**src/ffa_pkg.sv**
```systemverilog
`timescale 1ns / 1ps
// ----------------------------------------------------------------------------
// First-fit unit allocator package
// Field widths, request codes, shared request/result types and sequencer
// states used by the allocator's modules.
// ----------------------------------------------------------------------------
package ffa_pkg;

    // Field widths of the request and result items
    localparam int SIZE_W      = 11;
    localparam int OWNER_W     = 10;
    localparam int START_W     = 10;
    localparam int FREED_W     = 11;
    localparam int CFG_W       = 11;
    localparam int IN_TDATA_W  = 24;
    localparam int OUT_TDATA_W = 24;

    // Active unit count after reset
    localparam logic [CFG_W-1:0] ACTIVE_RESET = 11'd1024;

    // Request kinds
    localparam logic MODE_ALLOC = 1'b0;
    localparam logic MODE_FREE  = 1'b1;

    typedef struct packed {
        logic               mode;
        logic [SIZE_W-1:0]  request_size;
        logic [OWNER_W-1:0] owner_id;
    } t_ffa_item;

    typedef struct packed {
        logic               granted;
        logic [START_W-1:0] start_unit;
        logic [FREED_W-1:0] units_freed;
    } t_ffa_result;

    typedef enum logic [2:0] {
        S_CLEAR,
        S_IDLE,
        S_ALLOC_SCAN,
        S_ALLOC_FILL,
        S_FREE_SCAN,
        S_DONE
    } t_ffa_state;

endpackage

```
**src/ffa_scan.sv**
```systemverilog
`timescale 1ns / 1ps
// ----------------------------------------------------------------------------
// Allocator scan sequencer
// Walks the owner map one unit a cycle: clears it after reset, searches for
// the first free run long enough for an allocate and tags it, or releases
// every unit of an owner on a free. Holds the result until it is taken.
// ----------------------------------------------------------------------------
module ffa_scan #(
    parameter int MEM_UNITS  = 1024,
    parameter int OWNER_BITS = 10
) (
    input  logic                          i_clk,
    input  logic                          i_rst_n,
    input  logic [ffa_pkg::CFG_W-1:0]     i_active_units,
    input  logic                          i_start,
    input  ffa_pkg::t_ffa_item            i_item,
    output logic                          o_ready,
    output logic                          o_res_valid,
    input  logic                          i_res_take,
    output ffa_pkg::t_ffa_result          o_res,
    output logic                          o_mem_we,
    output logic [$clog2(MEM_UNITS)-1:0]  o_mem_waddr,
    output logic [OWNER_BITS-1:0]         o_mem_wdata,
    output logic                          o_mem_re,
    output logic [$clog2(MEM_UNITS)-1:0]  o_mem_raddr,
    input  logic [OWNER_BITS-1:0]         i_mem_rdata
);

    import ffa_pkg::*;

    localparam int AW = $clog2(MEM_UNITS);
    localparam int CW = $clog2(MEM_UNITS + 1);
    localparam int LW = (CW > CFG_W) ? CW : CFG_W;

    t_ffa_state            r_state, n_state;
    logic [CW-1:0]         r_addr, n_addr;
    logic                  r_pend, n_pend;
    logic [AW-1:0]         r_pend_unit, n_pend_unit;
    logic [AW-1:0]         r_run_start, n_run_start;
    logic [CW-1:0]         r_run_len, n_run_len;
    logic [CW-1:0]         r_left, n_left;
    logic [CW-1:0]         r_freed, n_freed;
    logic [SIZE_W-1:0]     r_size, n_size;
    logic [OWNER_BITS-1:0] r_owner, n_owner;
    t_ffa_result           r_res, n_res;

    logic [LW-1:0]         w_act_ext;
    logic [CW-1:0]         w_limit;
    logic [OWNER_BITS-1:0] w_owner_in;
    logic [CW-1:0]         w_len_inc;
    logic [AW-1:0]         w_cand_start;
    logic                  w_issue;

    // Usable units: active count saturated at the memory size
    assign w_act_ext = LW'(i_active_units);
    assign w_limit   = (w_act_ext > LW'(MEM_UNITS)) ? CW'(MEM_UNITS) : w_act_ext[CW-1:0];

    // Owner id narrowed or widened to the stored width
    assign w_owner_in = OWNER_BITS'(i_item.owner_id);

    assign w_len_inc    = r_run_len + CW'(1);
    assign w_cand_start = (r_run_len == '0) ? r_pend_unit : r_run_start;

    // State and datapath registers
    always_ff @(posedge i_clk) begin
        if (!i_rst_n) begin
            r_state <= S_CLEAR;
            r_addr  <= '0;
            r_pend  <= 1'b0;
        end else begin
            r_state <= n_state;
            r_addr  <= n_addr;
            r_pend  <= n_pend;
        end
    end

    always_ff @(posedge i_clk) begin
        r_pend_unit <= n_pend_unit;
        r_run_start <= n_run_start;
        r_run_len   <= n_run_len;
        r_left      <= n_left;
        r_freed     <= n_freed;
        r_size      <= n_size;
        r_owner     <= n_owner;
        r_res       <= n_res;
    end

    // Next state, memory accesses and handshake outputs
    always_comb begin
        n_state     = r_state;
        n_addr      = r_addr;
        n_pend      = 1'b0;
        n_pend_unit = r_pend_unit;
        n_run_start = r_run_start;
        n_run_len   = r_run_len;
        n_left      = r_left;
        n_freed     = r_freed;
        n_size      = r_size;
        n_owner     = r_owner;
        n_res       = r_res;
        o_mem_we    = 1'b0;
        o_mem_waddr = r_addr[AW-1:0];
        o_mem_wdata = '0;
        o_mem_re    = 1'b0;
        o_mem_raddr = r_addr[AW-1:0];
        o_ready     = 1'b0;
        o_res_valid = 1'b0;
        w_issue     = 1'b0;

        unique case (r_state)
            S_CLEAR: begin
                // Sweep the map to free, one unit a cycle
                o_mem_we = 1'b1;
                n_addr   = r_addr + CW'(1);
                if (r_addr == CW'(MEM_UNITS - 1)) begin
                    n_state = S_IDLE;
                    n_addr  = '0;
                end
            end

            S_IDLE: begin
                o_ready = 1'b1;
                if (i_start) begin
                    n_size      = i_item.request_size;
                    n_owner     = w_owner_in;
                    n_addr      = '0;
                    n_run_len   = '0;
                    n_run_start = '0;
                    n_freed     = '0;
                    n_res       = '0;
                    if (i_item.mode == MODE_FREE) begin
                        n_state = (w_owner_in == '0) ? S_DONE : S_FREE_SCAN;
                    end else if (w_owner_in == '0 || i_item.request_size == '0) begin
                        n_state = S_DONE;
                    end else begin
                        n_state = S_ALLOC_SCAN;
                    end
                end
            end

            S_ALLOC_SCAN: begin
                // Issue the next read while the previous unit is judged
                w_issue     = (r_addr < w_limit);
                o_mem_re    = w_issue;
                n_pend      = w_issue;
                n_pend_unit = r_addr[AW-1:0];
                if (w_issue) begin
                    n_addr = r_addr + CW'(1);
                end
                if (r_pend) begin
                    if (i_mem_rdata == '0) begin
                        n_run_start = w_cand_start;
                        n_run_len   = w_len_inc;
                        if (LW'(w_len_inc) >= LW'(r_size)) begin
                            // Run long enough: tag it from its start
                            n_state = S_ALLOC_FILL;
                            n_pend  = 1'b0;
                            n_addr  = CW'(w_cand_start);
                            n_left  = w_len_inc;
                        end
                    end else begin
                        n_run_len = '0;
                    end
                end else if (!w_issue) begin
                    // No unit left to read: allocate fails
                    n_state = S_DONE;
                end
            end

            S_ALLOC_FILL: begin
                o_mem_we    = 1'b1;
                o_mem_wdata = r_owner;
                n_addr      = r_addr + CW'(1);
                n_left      = r_left - CW'(1);
                if (r_left == CW'(1)) begin
                    n_state           = S_DONE;
                    n_res.granted     = 1'b1;
                    n_res.start_unit  = START_W'(r_run_start);
                    n_res.units_freed = '0;
                end
            end

            S_FREE_SCAN: begin
                w_issue     = (r_addr != CW'(MEM_UNITS));
                o_mem_re    = w_issue;
                n_pend      = w_issue;
                n_pend_unit = r_addr[AW-1:0];
                if (w_issue) begin
                    n_addr = r_addr + CW'(1);
                end
                if (r_pend && i_mem_rdata == r_owner) begin
                    // Release the unit just read
                    o_mem_we    = 1'b1;
                    o_mem_waddr = r_pend_unit;
                    n_freed     = r_freed + CW'(1);
                end
                if (!r_pend && !w_issue) begin
                    n_state           = S_DONE;
                    n_res.granted     = 1'b0;
                    n_res.start_unit  = '0;
                    n_res.units_freed = FREED_W'(r_freed);
                end
            end

            S_DONE: begin
                o_res_valid = 1'b1;
                if (i_res_take) begin
                    n_state = S_IDLE;
                end
            end

            default: begin
                n_state = S_IDLE;
            end
        endcase
    end

    assign o_res = r_res;

endmodule

```
**config.mk**
```make
export PLATFORM = sky130hd
export DESIGN_NAME = ffa_scan
export DESIGN_NICKNAME = d
export VERILOG_FILES = /design/src/ffa_pkg.sv /design/src/ffa_scan.sv
export SDC_FILE = /design/constraint.sdc
export NUM_CORES = 1
export LEC_CHECK = 0
export BUFFER_PORTS_ARGS = -buffer_cell sky130_fd_sc_hd__buf_2
export CAP_MARGIN = 20
export CORE_MARGIN = 2
export CORE_UTILIZATION = 35
export CTS_CLUSTER_DIAMETER = 200
export DETAILED_ROUTE_END_ITERATION = 7
export PLACE_DENSITY = 0.55
export SLEW_MARGIN = 0
export SYNTH_ARGS = -nofsm -noshare
export SYNTH_HDL_FRONTEND = slang
export SYNTH_SLANG_ARGS = --single-unit
```
**constraint.sdc**
```tcl
create_clock -name i_clk -period 4.1 [get_ports i_clk]
set_clock_uncertainty 0.15 [all_clocks]
set_input_delay 0.205 -clock i_clk [delete_from_list [all_inputs] [get_ports i_clk]]
set_output_delay 0.205 -clock i_clk [all_outputs]
set_load 0.05 [all_outputs]
```
## Word level (Yosys, flattened, before mapping)

Cells that the tools add are included.

- Bits of input ports: 47
- Output and inout port bits: 56
- Bits in registers: 111

- Add/sub/neg operators: 4
- Equal/unequal tests: 22
- Reduce and logical (&&, ||, !) cells: 25
- Muxes and demuxes: 52
- Order comparisons: 3

Operators by type and width:

| cell | number |
|---|---|
| 11-bit two-way mux | 14 |
| 10-bit two-way mux | 7 |
| 22-bit two-way mux | 3 |
| 11-bit case mux with 2 select lines | 3 |
| 22-bit case mux with 3 select lines | 1 |
| 11-bit case mux with 5 select lines | 1 |
| 11-bit by 1-bit adder with 11-bit output (second input constant) | 3 |
| 3-bit two-way mux | 11 |
| 11-bit logical NOT | 2 |
| 10-bit logical NOT | 2 |
| 2-bit inequality test (second input constant) | 10 |
| 10-bit case mux with 2 select lines | 1 |
| 3-bit case mux with 6 select lines | 1 |
| 4-bit AND reduction | 3 |
| 11-bit by 1-bit equality test with 1-bit output (second input constant) | 1 |
| 11-bit by 10-bit equality test with 1-bit output (second input constant) | 1 |
| 11-bit greater-or-equal comparator | 1 |
| 11-bit > comparator (second input constant) | 1 |
| 11-bit less-than comparator | 1 |
| 11-bit inequality test (second input constant) | 1 |
| 11-bit by 1-bit subtractor with 11-bit output (second input constant) | 1 |
| 10-bit equality test | 1 |
| 3-bit inequality test (second input constant) | 3 |
| 3-bit AND reduction | 3 |
| other kinds (15) | 30 |

## Longest topological paths before layout

Gate-level depths: netlist of the first run.

- Depth in word-level cells: 8
- Gate-level depth with buffers: 15
- Gate-level depth less buffers: 14

## Worst setup path after synthesis of the first run

OpenSTA, ideal clock, no wires.

- Path type: flip-flop to flip-flop
- From: register r_run_len[0]
- To: register r_left[0] (enable)
- Period minus slack after synthesis: 3.521 ns
- Stages on the path, launching flop included: 13
- Buffers on the path: 0
- Setup slack: 0.579 ns
- Arrival time: 2.974 ns
- Setup time: 0.397 ns
- Path through: edfxtp_1 -> ha_1 -> nand3_1 -> xor2_1 -> inv_1 -> ha_1 -> nand4_1 -> nor2_1 -> a2111oi_4 -> o21bai_1 -> a21o_1 -> a21oi_1 -> o31ai_1

- Longest elaborated chain between the ends: 4

RTL lines:

| element | RTL line | text |
|---|---|---|
| start: declaration | ffa_scan.sv:40 | `logic [CW-1:0] r_run_len, n_run_len;` |
| start signal: assignment | ffa_scan.sv:80 | `r_run_len <= n_run_len;` |
| 11-bit by 1-bit adder with 11-bit output | ffa_scan.sv:61 | `assign w_len_inc = r_run_len + CW'(1);` |
| net w_len_inc[6] | ffa_scan.sv:50 | `logic [CW-1:0] w_len_inc;` |
| 11-bit greater-or-equal comparator | ffa_scan.sv:154 | `if (LW'(w_len_inc) >= LW'(r_size)) begin` |
| 2-bit inequality test (no line) | n/a |  |
| 4-bit AND reduction (no line) | n/a |  |
| end signal: assignment | ffa_scan.sv:81 | `r_left <= n_left;` |
| end: declaration | ffa_scan.sv:41 | `logic [CW-1:0] r_left, n_left;` |

The timed path passes the listed nets, and every way through them passes these cells.
A chain may end at the register's enable or synchronous reset.

## Final worst setup path of the first run

- From: register r_addr[8]
- To: output port o_mem_re

- Longest elaborated chain between the ends: 2
- Elaborated cells between the ends (all ways): 3
- Classes of those cells: 1 x order compare; 1 x eq/ne; 1 x mux

RTL lines:

| element | RTL line | text |
|---|---|---|
| start: declaration | ffa_scan.sv:36 | `logic [CW-1:0] r_addr, n_addr;` |
| start signal: assignment | ffa_scan.sv:72 | `r_addr <= n_addr;` |
| 11-bit less-than comparator or 11-bit inequality test (tied branches) | ffa_scan.sv:143, ffa_scan.sv:184 |  |
| 1-bit case mux with 2 select lines * | ffa_scan.sv:110 | `unique case (r_state)` |
| end: declaration | ffa_scan.sv:24 | `output logic o_mem_re,` |

Mark *: on every way between the ends. The rest lies on a longest branch, timed or not.

==> results of run 1 <==
synthesized netlist by cell type, drive strengths merged, types with 4 or more instances:
cell	number
a21o	7
a21oi	23
a221oi	4
a31oi	6
and2	31
and3	13
buf	23
clkbuf	10
dfxtp	15
edfxtp	96
ha	28
inv	39
mux2	8
mux2i	11
nand2	42
nand2b	5
nand3	19
nand3b	4
nand4	8
nor2	66
nor3	12
nor4	12
o211ai	7
o21ai	23
o22ai	4
o31ai	5
xnor2	23
xor2	21
state kept, by name (all words and copies together) (netlist names):
| name | cells |
|---|---|
| r_left | 11 |
| r_run_len | 11 |
| r_addr | 11 |
| o_res | 22 |
| r_size | 11 |
| r_pend_unit | 10 |
| r_run_start | 10 |
| r_owner | 10 |
| r_freed | 11 |
| r_pend | 1 |
| r_state | 3 |
routing by layer:
metal  up-vias  global-route usage (%)
met5         -                       0
met4         0                    5.32
met3        16                    2.68
met1      2339                    21.9
met2       141                    26.6
li1       2409                       -
worst max-delay path, delay by kind of cell (launching register included):
kind                     cells  cell delay [ps]
flip-flops                   1              580
AND/OR/NAND/NOR              1              650
buffers and inverters        1              260
AO/OA/AOI/OAI                4              820
adder cells (fa/ha/maj)      1              320
worst paths after layout:
kind | startpoint | endpoint | slack (ps) | depth (start not counted)
setup / recovery | r_addr[8] | o_mem_re | 740 | 7
hold reg to reg | r_run_start[6] | o_res[17] | 420 | 1
hold / removal | i_item[21] | r_state[0] | 60 | 3
setup reg to reg | r_run_len[0] | r_left[4] | 780 | 13
cells by family (layout without fill, tap and decap cells):
| group | Yosys count | after routing | synth area share (%) |
|---|---|---|---|
| buffers and inverters | 75 | 190 | 5.72 |
| multiplexers | 19 | 19 | 3.10 |
| adder cells (fa/ha/maj) | 28 | 28 | 5.43 |
| flip-flops | 111 | 111 | 49.4 |
| XOR/XNOR | 44 | 44 | 5.98 |
| AO/OA/AOI/OAI | 103 | 103 | 11.9 |
| AND/OR/NAND/NOR | 227 | 227 | 18.5 |
through the flow:
step | cells | area [µm²]
finish | 951 | 7640
CTS | 951 | 7640
global placement | 914 | 7110
detailed placement | 914 | 7110
floorplan | 607 | 6450
global route | 951 | 7640
power by group:
group	total, mW	internal (mW)	switching [mW]
logic	0.114	0.0511	0.0625
clock network	0.939	0.507	0.432
registers	1.22	1.21	0.00701
area by class of cell:
| type | count | area share (%) |
|---|---|---|
| Clock buffer | 10 | 3.13 |
| Clock inverter | 6 | 1.13 |
| Inverter | 41 | 2.01 |
| Multi-Input combinational cell | 421 | 37.9 |
| Sequential cell | 111 | 41.6 |
| Tap cell | 229 | 3.75 |
| Timing Repair Buffer | 133 | 10.4 |
cells in the final DEF, fill, tap and decap left out, drive strengths merged, types with 6 or more instances in the layout:
master	n
a21o	7
a21oi	23
a31oi	6
and2	31
and3	13
buf	112
clkbuf	10
dfxtp	15
dlygate4sd3	21
edfxtp	96
ha	28
inv	41
mux2	8
mux2i	11
nand2	42
nand3	19
nand4	8
nor2	66
nor3	12
nor4	12
o211ai	7
o21ai	23
xnor2	23
xor2	21
==> summary.txt, run 1 <==
Clocking
  – Post-CTS Setup Inserts: 0
  – Worst-Skew Late Latency: 350 ps
  – H-tree levels: 3
  – Clock sink total: 111
  – CTS buffer count: 9
  – CTS max path bufs: 2
  – CTS tree: built
  – Resized Gates After CTS: 0
  – Clock Tree Root: clkbuf_16
  – Post-CTS Hold Buffers: 21
  – Clk pin slew, worst setup/hold paths: 80 ps

STA
  – Fmax: 298 MHz
  – Fin. Hold Viols: 0
  – Max-slew violation count: 0
  – Slew @ Worst Pin: 827 ps
  – Period Utilization, post-route: 81.8%
  – Slew headroom: 44.8%
  – Hold slack final: 56.9 ps
  – Setup TNS: 0 ps
  – RSZ-0062 raised after global routing: false
  – Setup ws final: 745 ps
  – Finish-stage setup viols: 0
  – Crit path time final: 3360 ps

Finish
  – FF+latch area: 3180 µm²
  – # fillers: 1761
  – Layout cell share with drive strength beyond 1: 22.7%
  – Util after Layout: 42.4%
  – N_diodes: 0
  – Layout area overhead: 18.5%
  – Nets@finish: 792
  – Multi-input logic area: 2900 µm²

Flow run
  – # Max-Cap Violations: 0

Die
  – Die Wd: 140 µm
  – CORE AREA: 18000 µm²
  – Std-Cell Rows: 49
  – Starting Density: 35.8%
  – I/O pin count: 103
  – Die height: 140 µm
  – Die area: 19500 µm²

Worst setup path
  – CP most frequent cell: a21o_1
  – Crit. End Element: primary output
  – Cells along the critical path: ha_1 -> a21o_1 -> a21o_1 -> a22oi_1 -> and3_1 -> a21o_1 -> buf_2
  – CP peak stage delay: 650 ps
  – Setup CP Type: flop to primary output
  – Worst Setup Start Kind: flop
  – Slowest cell on the critical path: and3_1
  – Arr. time, crit path: 3000 ps
  – Critical-path maximum fanout: 14
  – Worst EP required: 3740 ps

Place
  – Post-DP HPWL: 11.5 mm
  – IO buf count: 102
  – Post-Place Setup Slack: 788 ps
  – RD Place Congestion: 0.887

Global route
  – GRT Residual Overflow: 0
  – First-pass GRT wire length: 25.5 mm
  – Gr usage total: 16.2%
  – Largest net degree at the start of global routing: 27
  – Antenna violations before repair: 0
  – Vias in the first global route: 4987

Route
  – Routed wire length: 15.5 mm
  – Drt drc: 0
  – Wire length on met2: 7.34 mm
  – WL met1: 7.22 mm
  – Initial drt markers: 305
  – Drt first pass iters: 5
  – Routed wl met3: 689 µm
  – Highest routed layer: met4
  – Vias per cell: 5.16
  – Antenna viol nets, final: 0
  – Vias: 4905
  – DR WL/cell: 16.3 µm

Power and ir drop
  – P_leak: 3.29 nW
  – Power Total: 2.27 mW
  – Peak VDD IR: 0.190 mV
  – Power Density: 297 nW/µm²

Logic synthesis
  – EDFF count, synth: 96
  – Area contributors post-synth: edfxtp_1, ha_1, dfxtp_1
  – Syn Std Cell Area: 6450 µm²
  – Syn_nets: 682
  – Yosys cell types: 71
  – Top-area cell type share of the netlist area: 44.7%
  – Ys flop type: edfxtp_1
  – Synth Register Bits: 111
  – Synth area leader: edfxtp_1
  – Async SR Flop Fraction: 0%
  – Synth warn: 0
  – Mapped Cells: 607
  – Avg Inst Size Synth: 10.6 µm²
  – Seq/Total Area, Yosys: 49.4%

Min path
  – Hold Crit Class: primary input to flop

Run status
  – Status: finished clean
Note: power is estimated with default switching activity, not from simulation.
==> inputs of run 2 (changes only) <==
--- a/config.mk
+++ b/config.mk
@@ -11,7 +11,7 @@
 export CORE_UTILIZATION = 35
 export CTS_CLUSTER_DIAMETER = 200
 export DETAILED_ROUTE_END_ITERATION = 7
-export PLACE_DENSITY = 0.55
+export PLACE_DENSITY = 0.57
 export SLEW_MARGIN = 0
 export SYNTH_ARGS = -nofsm -noshare
 export SYNTH_HDL_FRONTEND = slang
==> constraint.sdc (replaced) <==
create_clock -name i_clk -period 3 [get_ports i_clk]
set_clock_uncertainty 0.15 [all_clocks]
set_input_delay 0.15 -clock i_clk [delete_from_list [all_inputs] [get_ports i_clk]]
set_output_delay 0.15 -clock i_clk [all_outputs]
set_load 0.05 [all_outputs]
==> run 2 against run 1 <==
Net effect: the flow now finishes with violations (negative setup slack); cell area is 8.7% higher; cell count is 5.4% higher; combinational power is 40% higher; first-iteration DRC count is 39% higher; routed wire length is 8.4% higher; sequential power is 37% higher; utilization is 3.7 points higher; critical endpoint is now r_left[5]; largest cell class is now multi-input gates; largest power group unchanged.
==> summary.txt, run 2 (same netlist as run 1, synthesis figures left out) <==
Die
  – Die area: 19500 µm²
  – I/O pin count: 103
  – Die height: 140 µm
  – Std-Cell Rows: 49
  – Die Wd: 140 µm
  – CORE AREA: 18000 µm²
  – Starting Density: 35.8%

STA
  – Fin. Hold Viols: 0
  – Max-slew violation count: 0
  – Slew @ Worst Pin: 591 ps
  – Crit path time final: 3040 ps
  – RSZ-0062 raised after global routing: true
  – Period Utilization, post-route: 101%
  – Finish-stage setup viols: 12
  – Slew headroom: 60.2%
  – Fmax: 329 MHz
  – Setup ws final: -43.3 ps

Min path
  – Hold Crit Class: primary input to flop
  – Hold depth: 3

Worst setup path
  – Crit. End Element: flop
  – Setup CP Type: flop to flop
  – Arr. time, crit path: 3010 ps
  – Critical-path maximum fanout: 11
  – Reg2reg path depth: 11
  – Worst Setup Start Kind: flop
  – Worst EP required: 2970 ps

Route
  – Drt first pass iters: 7
  – DR WL/cell: 16.7 µm
  – Drt drc: 0
  – Vias: 5135
  – Routed wire length: 16.8 mm
  – Initial drt markers: 423
  – Vias per cell: 5.12
  – Antenna viol nets, final: 0

Power and ir drop
  – Peak VDD IR: 0.267 mV
  – Flop pwr share: 55.5%
  – Switching share of power: 23.0%
  – Power Internal: 2.31 mW
  – P_leak: 3.60 nW
  – Combinational fraction of design power: 5.3%
  – Power Total: 3.00 mW
  – Clk pwr share: 39.1%
  – Power Density: 361 nW/µm²
  – P_sw: 0.691 mW

Run status
  – Failing checks: negative setup slack
  – Status: finished, violations left

Global route
  – Antenna violations before repair: 0
  – Gr usage total: 17.1%
  – GRT Residual Overflow: 0
  – Vias in the first global route: 5180
  – First-pass GRT wire length: 26.9 mm
  – Largest net degree at the start of global routing: 27

Clocking
  – CTS buffer count: 9
  – CTS tree: built
  – Clk pin slew, worst setup/hold paths: 70 ps
  – H-tree levels: 3
  – Worst-Skew Late Latency: 360 ps
  – Clock sink total: 111
  – Clock Tree Root: clkbuf_16
  – CTS max path bufs: 2

Finish
  – Layout area overhead: 28.9%
  – Layout cell share with drive strength beyond 1: 33.4%
  – Nets@finish: 843
  – Most frequent cells in the layout: buf_2, edfxtp_1, nor2_1, buf_4, nand2_1
  – Commonest non-fill, non-tap cell in the layout: buf_2
  – N_diodes: 0
  – # fillers: 1704
  – Max reg flops: 22

Flow run
  – # Max-Cap Violations: 0

Place
  – Post-Place Setup Slack: -237 ps
  – RD Place Congestion: 0.933
  – Post-DP HPWL: 12.2 mm
  – IO buf count: 102
[run 2: through the flow]
stage                     utilization [%]  hold WS (ps)  setup TNS [ps]  std cells  area [µm²]
after floorplan                         -          98.9               0        607        6470
after global placement               41.0           193           -1180        947        7380
after detailed placement             41.0           196           -3020        947        7380
after CTS                            45.0          2.67            -810        995        8100
after global routing                 46.1          3.26           -3710       1002        8310
final                                46.1          2.85            -454       1002        8310
[run 2: power by group through the flow]
stage / Sequential (mW) / Clock (mW) / Combinational [mW]
final: 1.67 / 1.18 / 0.160
after global routing: 1.67 / 1.25 / 0.173
after CTS: 1.67 / 1.20 / 0.159
after detailed placement: 1.70 / 0 / 0.137
after global placement: 1.70 / 0 / 0.131
after floorplan: 1.70 / 0 / 0.0832
[run 2: worst paths after layout]
path                  startpoint    endpoint  slack (ps)
setup / recovery    r_run_len[0]   r_left[5]         -40
setup reg to reg    r_run_len[0]   r_left[5]         -40
hold reg to reg   r_run_start[9]   o_res[20]         420
hold / removal        i_item[21]  r_state[0]           3
[run 2: cell type report]
cell class	instances	area (µm²)	area share, %
inverter	41	154	1.85
clock inverter	7	61.3	0.738
multi-input combinational	421	3200	38.5
tap	229	287	3.45
sequential	111	3180	38.3
timing repair buffer	184	1200	14.4
clock buffer	9	225	2.71
[run 2: critical path: stages, from the launching register on]
cell and delay, ps:
edfxtp_1 490, ha_4 250, xnor2_4 200, inv_1 70, ha_2 180, a211o_1 260, a2111oi_4 470, o21bai_1 130
a21o_1 210, a21oi_2 170, o31ai_4 80, buf_12 160
[run 2: per-layer routing]
metal	routed length, µm	global-route usage [%]	vias to the layer above
met1	7490	22.7	2454
met2	8300	28.6	163
met3	751	2.58	21
li1	-	-	2497
met4	242	5.63	0
met5	0	0	-
[run 2: repair_timing]
item,CTS,global route
hold endpoints to repair,22,0
cloned,1,0
hold buffers,22,0
endpoints found under the setup margin,21,26
gates resized for setup,24,28
buffers inserted,9,10
pin swaps,20,27
